$ cat src/hw/rtl/lps_pkg.sv
// Shared types and constants of the line pixel stepper.
// Used by the walk core, the top level and the checker; depends on nothing.
package lps_pkg;

  localparam int COORD_BITS = 12;
  localparam int COLOR_BITS = 32;
  localparam int DEC_BITS   = COORD_BITS + 3;
  localparam int INC_BITS   = COORD_BITS + 2;

  localparam logic CMD_START = 1'b0;
  localparam logic CMD_NEXT  = 1'b1;

  typedef logic [COORD_BITS-1:0] coord_t;

  typedef struct packed {
    logic                  command;
    coord_t                start_x;
    coord_t                start_y;
    coord_t                end_x;
    coord_t                end_y;
    logic [COLOR_BITS-1:0] color;
  } in_item_t;

  typedef struct packed {
    coord_t                pixel_x;
    coord_t                pixel_y;
    coord_t                run_length;
    logic [COLOR_BITS-1:0] color_out;
    logic                  last;
    logic                  valid_res;
  } out_item_t;

  typedef struct packed {
    coord_t                      cur_x;
    coord_t                      cur_y;
    coord_t                      target_x;
    coord_t                      target_y;
    logic signed [DEC_BITS-1:0]  decision;
    logic [INC_BITS-1:0]         incr_straight;
    logic signed [DEC_BITS-1:0]  incr_diagonal;
    logic                        step_neg_x;
    logic                        step_neg_y;
    logic                        x_major;
    logic                        active;
    logic [COLOR_BITS-1:0]       line_color;
  } walk_state_t;

endpackage

$ cat src/hw/rtl/lps_core.sv
// Walk state and one step of the midpoint line walk per fired command.
// Depends on lps_pkg.
module lps_core (
  input  logic             clk,
  input  logic             rst,
  input  logic             fire,
  input  lps_pkg::in_item_t  item,
  output lps_pkg::out_item_t result
);
  import lps_pkg::*;

  walk_state_t st;
  walk_state_t st_next;

  logic                       neg_x;
  logic                       neg_y;
  coord_t                     dx;
  coord_t                     dy;
  logic                       xmaj;
  coord_t                     major;
  coord_t                     minor;
  logic signed [DEC_BITS-1:0] start_dec;
  logic signed [DEC_BITS-1:0] start_diag;
  logic                       diag;
  logic signed [DEC_BITS-1:0] dec_step;
  coord_t                     nx;
  coord_t                     ny;
  logic                       done;

  function automatic coord_t step_coord(input coord_t v, input logic neg);
    coord_t r;
    r = neg ? (v - COORD_BITS'(1)) : (v + COORD_BITS'(1));
    return r;
  endfunction

  // Setup arithmetic for a start command.
  assign neg_x      = item.start_x > item.end_x;
  assign neg_y      = item.start_y > item.end_y;
  assign dx         = neg_x ? (item.start_x - item.end_x) : (item.end_x - item.start_x);
  assign dy         = neg_y ? (item.start_y - item.end_y) : (item.end_y - item.start_y);
  assign xmaj       = dx > dy;
  assign major      = xmaj ? dx : dy;
  assign minor      = xmaj ? dy : dx;
  assign start_dec  = $signed({2'b00, minor, 1'b0}) - $signed({3'b000, major});
  assign start_diag = $signed({2'b00, minor, 1'b0}) - $signed({2'b00, major, 1'b0});

  // One walk step from the stored state.
  assign diag     = !st.decision[DEC_BITS-1] && (st.decision != '0);
  assign dec_step = st.decision +
                    (diag ? st.incr_diagonal : $signed({1'b0, st.incr_straight}));

  always_comb begin
    st_next = st;
    result  = '0;
    nx      = st.cur_x;
    ny      = st.cur_y;
    done    = 1'b0;
    if (item.command == CMD_START) begin
      st_next.line_color = item.color;
      st_next.cur_x      = item.start_x;
      st_next.cur_y      = item.start_y;
      st_next.target_x   = item.end_x;
      st_next.target_y   = item.end_y;
      st_next.step_neg_x = neg_x;
      st_next.step_neg_y = neg_y;
      result.color_out   = item.color;
      result.valid_res   = 1'b1;
      if (item.start_y == item.end_y) begin
        // A horizontal line goes out at once as one run from its left end.
        st_next.active    = 1'b0;
        result.pixel_x    = neg_x ? item.end_x : item.start_x;
        result.pixel_y    = item.start_y;
        result.run_length = dx;
        result.last       = 1'b1;
      end else begin
        st_next.x_major       = xmaj;
        st_next.decision      = start_dec;
        st_next.incr_straight = {1'b0, minor, 1'b0};
        st_next.incr_diagonal = start_diag;
        st_next.active        = 1'b1;
        result.pixel_x        = item.start_x;
        result.pixel_y        = item.start_y;
        result.run_length     = COORD_BITS'(1);
      end
    end else if (st.active) begin
      st_next.decision = dec_step;
      if (st.x_major) begin
        nx   = step_coord(st.cur_x, st.step_neg_x);
        ny   = diag ? step_coord(st.cur_y, st.step_neg_y) : st.cur_y;
        done = nx == st.target_x;
      end else begin
        ny   = step_coord(st.cur_y, st.step_neg_y);
        nx   = diag ? step_coord(st.cur_x, st.step_neg_x) : st.cur_x;
        done = ny == st.target_y;
      end
      st_next.cur_x     = nx;
      st_next.cur_y     = ny;
      st_next.active    = !done;
      result.pixel_x    = nx;
      result.pixel_y    = ny;
      result.run_length = COORD_BITS'(1);
      result.color_out  = st.line_color;
      result.last       = done;
      result.valid_res  = 1'b1;
    end
  end

  always_ff @(posedge clk) begin
    if (rst) begin
      st <= '0;
    end else if (fire) begin
      st <= st_next;
    end
  end

endmodule

$ cat src/hw/rtl/line_pixel_stepper.sv
// Top level of the line pixel stepper: command register, walk core, result register.
// Depends on lps_pkg and lps_core.
//
//   channel  direction  payload      handshake
//   cmd      in         in_item_t    cmd_valid / cmd_stall
//   pix      out        out_item_t   pix_valid / pix_stall
//
// Each command yields one result via the command register, then the result register.
// One command is taken every cycle while cmd_stall is low; the walk core steps once
// per cycle in which a command advances. A stalled result holds in the output register
// while one more command waits in the input register; only then is cmd_stall raised.
// Reset (rst, synchronous) empties both registers and ends any active line.
module line_pixel_stepper (
  input  logic               clk,
  input  logic               rst,
  input  logic               cmd_valid,
  output logic               cmd_stall,
  input  lps_pkg::in_item_t  cmd,
  output logic               pix_valid,
  input  logic               pix_stall,
  output lps_pkg::out_item_t pix
);
  import lps_pkg::*;

  logic      in_full;
  in_item_t  in_q;
  logic      out_full;
  out_item_t out_q;
  out_item_t result;
  logic      out_free;
  logic      adv;

  assign out_free  = !out_full || !pix_stall;
  assign adv       = in_full && out_free;
  assign cmd_stall = in_full && !out_free;
  assign pix_valid = out_full;
  assign pix       = out_q;

  lps_core u_core (
    .clk    (clk),
    .rst    (rst),
    .fire   (adv),
    .item   (in_q),
    .result (result)
  );

  always_ff @(posedge clk) begin
    if (rst) begin
      in_full  <= 1'b0;
      out_full <= 1'b0;
    end else begin
      if (!cmd_stall) begin
        in_full <= cmd_valid;
      end
      if (out_free) begin
        out_full <= in_full;
      end
    end
  end

  always_ff @(posedge clk) begin
    if (cmd_valid && !cmd_stall) begin
      in_q <= cmd;
    end
    if (adv) begin
      out_q <= result;
    end
  end

endmodule

$ cat config.mk
export PLATFORM = sky130hd
export DESIGN_NAME = line_pixel_stepper
export DESIGN_NICKNAME = d
export VERILOG_FILES = /design/src/hw/rtl/lps_pkg.sv /design/src/hw/rtl/lps_core.sv /design/src/hw/rtl/line_pixel_stepper.sv
export SDC_FILE = /design/constraint.sdc
export NUM_CORES = 1
export LEC_CHECK = 0
export ABC_AREA = 1
export BUFFER_PORTS_ARGS = -buffer_cell sky130_fd_sc_hd__buf_2
export CAP_MARGIN = 20
export CELL_PAD_IN_SITES_DETAIL_PLACEMENT = 1
export CELL_PAD_IN_SITES_GLOBAL_PLACEMENT = 1
export CORE_UTILIZATION = 45
export CTS_BUF_LIST = sky130_fd_sc_hd__clkbuf_16
export DETAILED_ROUTE_END_ITERATION = 7
export HOLD_SLACK_MARGIN = 0.05
export PLACE_DENSITY = 0.82
export SETUP_SLACK_MARGIN = 0.02
export SLEW_MARGIN = 30
export SYNTH_ARGS = -nofsm -noshare
export SYNTH_HDL_FRONTEND = slang
export SYNTH_SLANG_ARGS = --single-unit
$ cat constraint.sdc
create_clock -name clk -period 6.7 [get_ports clk]
set_input_delay 1.34 -clock clk [delete_from_list [all_inputs] [get_ports clk]]
set_output_delay 1.34 -clock clk [all_outputs]
set_load 0.01 [all_outputs]
==> run summary <==
status: finished clean
DRT Wirelength: 58,400 um
# DRC: 0
first-pass GRT wire length: 91,200 um
worst reg2reg setup slack: 940 ps
Via Count: 16.2k
cell taking the most area after synthesis: edfxtp_1
Final #Nets: 2,626
Mapped Area: 17,600 sq um
Slowest-stage cell, CP: fa_1
clock skew: 14.2 ps
Hold Path Origin: u_core.st[22]$_SDFFE_PP0P_
worst path required time: 7230 ps
CP Class: flop to flop
Hold Buf Count CTS: 0
gpl congestion: 0.933
share of the synthesized area in the top cell type: 0.257
Yosys reg bits: 277
setup TNS: 0 ps
Worst Path Buf+Inv: 6
final hold vios: 0
Slew HR: 0.434
area of the multi-input gates: 8880 sq um
Starting Density: 0.456
FF+latch area: 7060 sq um
most frequent cell after synthesis: nand2_1
CTS tree: yes
initial antenna violation count: 1
Routed wire per std cell: 19.6 um
Post-synth top flop: edfxtp_1
vias in the first global route: 16.9k
fraction of the yosys area taken by sequential cells: 0.401
Total GRT Usage: 0.293
PortBufs: 156
Least-Margin Pin Slew: 849 ps
max_cap viols: 0
Total Power: 6.39 mW
clock latency at the later pin of the worst-skew pair: 600 ps
kind of start point of the critical path: flop
CORE AREA: 38,600 sq um
Die H: 200 um
share of cells above drive strength 1: 0.137
remaining antenna violation count: 0
CP top delay family: simple AND/OR/NAND/NOR gates
Max Fanout on Critical Path: 42
clk sinks: 277
area grow syn2layout: 12.4%
Commonest cells post-synth: 540 x nand2_1, 339 x inv_1, 205 x o21ai_0, 199 x a21oi_1, 157 x nand3_1
H-tree lvl count: 1
Reg-to-Reg Start: in_q[56]$_DFFE_PP_
syn_nets: 2,498
Final period util: 0.860
Post-synth EDFFs: 151
Synth async-reset ratio: 0
CTS clk-pin slew, worst paths: 70 ps
Bufs on Longest Clock Path: 3
largest net degree at the start of global routing: 65
hpwl dp: 44,800 um
Worst Setup SP: in_q[56]$_DFFE_PP_
top post-synthesis cells by area: edfxtp_1 26%, dfxtp_1 14%, nand2_1 12%, inv_1 7.2%, ha_1 6.9%
die footprint: 39,900 sq um
PostCTS Resize Cnt: 0
postcts setup bufs: 0
power per cell area: 323 nW/um^2
Syn Inst Count: 2,308
critical path endpoint category: flop
number of CTS-inserted buffers: 31
Slew Viols, Final: 0
peak supply drop: 205 uV
final setup vio count: 0
remaining global-route overflow: 0
vias per cell: 5.45
Yosys cell types: 49
unrepaired setup endpoints after global routing: no
IO Pins: 157
root buf cell: clkbuf_16
Die W: 200 um
CP peak stage delay: 490 ps
min Tclk post-route: 5760 ps
FMAX: 0.174 GHz
Hold/Removal Path Class: flop to flop
YS warnings: 0
Avg Cell Area, Syn: 7.63 sq um
LEAKAGE: 9.42 nW
crit path DAT: 6290 ps
TritonRoute pass-1 iters: 5
FP Rows: 72
# fillers: 4,860
Iter 0 DRT Violations: 943
metal layers:
layer	global-route usage	share of wire	vias to the layer above
met5	0	0	-
met4	0.0775	0.023	0
met3	0.0360	0.044	84
met2	0.506	0.49	351
met1	0.387	0.45	7925
li1	-	-	7874
cells in the final DEF, fill, tap and decap left out, drive strengths merged, types with 31 or more instances in the layout:
master,count
nand3,176
nor2,126
ha,97
buf,172
edfxtp,151
o21ai,226
nand2,586
inv,352
clkbuf,31
a21oi,204
xor2,43
dfxtp,126
logic make-up after synthesis:
kind of cell | after synthesis | synth area share
and+or+nand+nor | 954 | 0.244
AOI/OAI and AO/OA | 490 | 0.151
adders and majority gates | 105 | 0.0780
DFF | 277 | 0.401
buffers and inverters | 423 | 0.0961
xor gates and xnor gates | 59 | 0.0301
area by class of cell:
type	count	area share
well taps	518	0.0327
inverters	346	0.0657
multi-input cells	1608	0.449
diodes	2	0.000253
repair buffers	172	0.0455
flip-flops and latches	277	0.357
clock buffers	31	0.0392
clock inverters	27	0.0113
path summary, 6_finish.rpt:
check	end	depth (start not counted)
min reg2reg	u_core.st[22]$_SDFFE_PP0P_	2
min	u_core.st[22]$_SDFFE_PP0P_	2
max reg2reg	u_core.st[49]$_SDFFE_PP0P_	31
max	u_core.st[49]$_SDFFE_PP0P_	31
flip-flops by register name, summed over array words and instances (netlist names):
signal     count
u_core.st    124
pix           70
in_q          81
pix_valid      1
in_full        1
stage by stage:
step	setup WS (ps)	hold slack, ps	cell area [sq um]	util	cells
2_1_floorplan	538	425	17600	-	2308
4_1_cts	960	454	19800	0.512	2979
3_5_place_dp	972	442	18800	0.486	2921
6_report	940	450	19800	0.512	2981
3_3_place_gp	990	434	18800	0.486	2921
5_1_grt	338	477	19800	0.512	2980
report_power, final:
group / switching [mW] / internal (mW) / total, mW / leakage (nW)
sequential: 0.0677 / 1.90 / 1.97 / 2.50
combinational: 1.90 / 0.818 / 2.72 / 6.41
clock: 0.743 / 0.959 / 1.70 / 0.507
total: 2.71 / 3.68 / 6.39 / 9.42
worst min-delay path, cell delays in order (launching register included):
cell and delay [ps]:
dfxtp_1 300, inv_1 60, a21oi_1 50
Power figures use the tool's default switching activity.
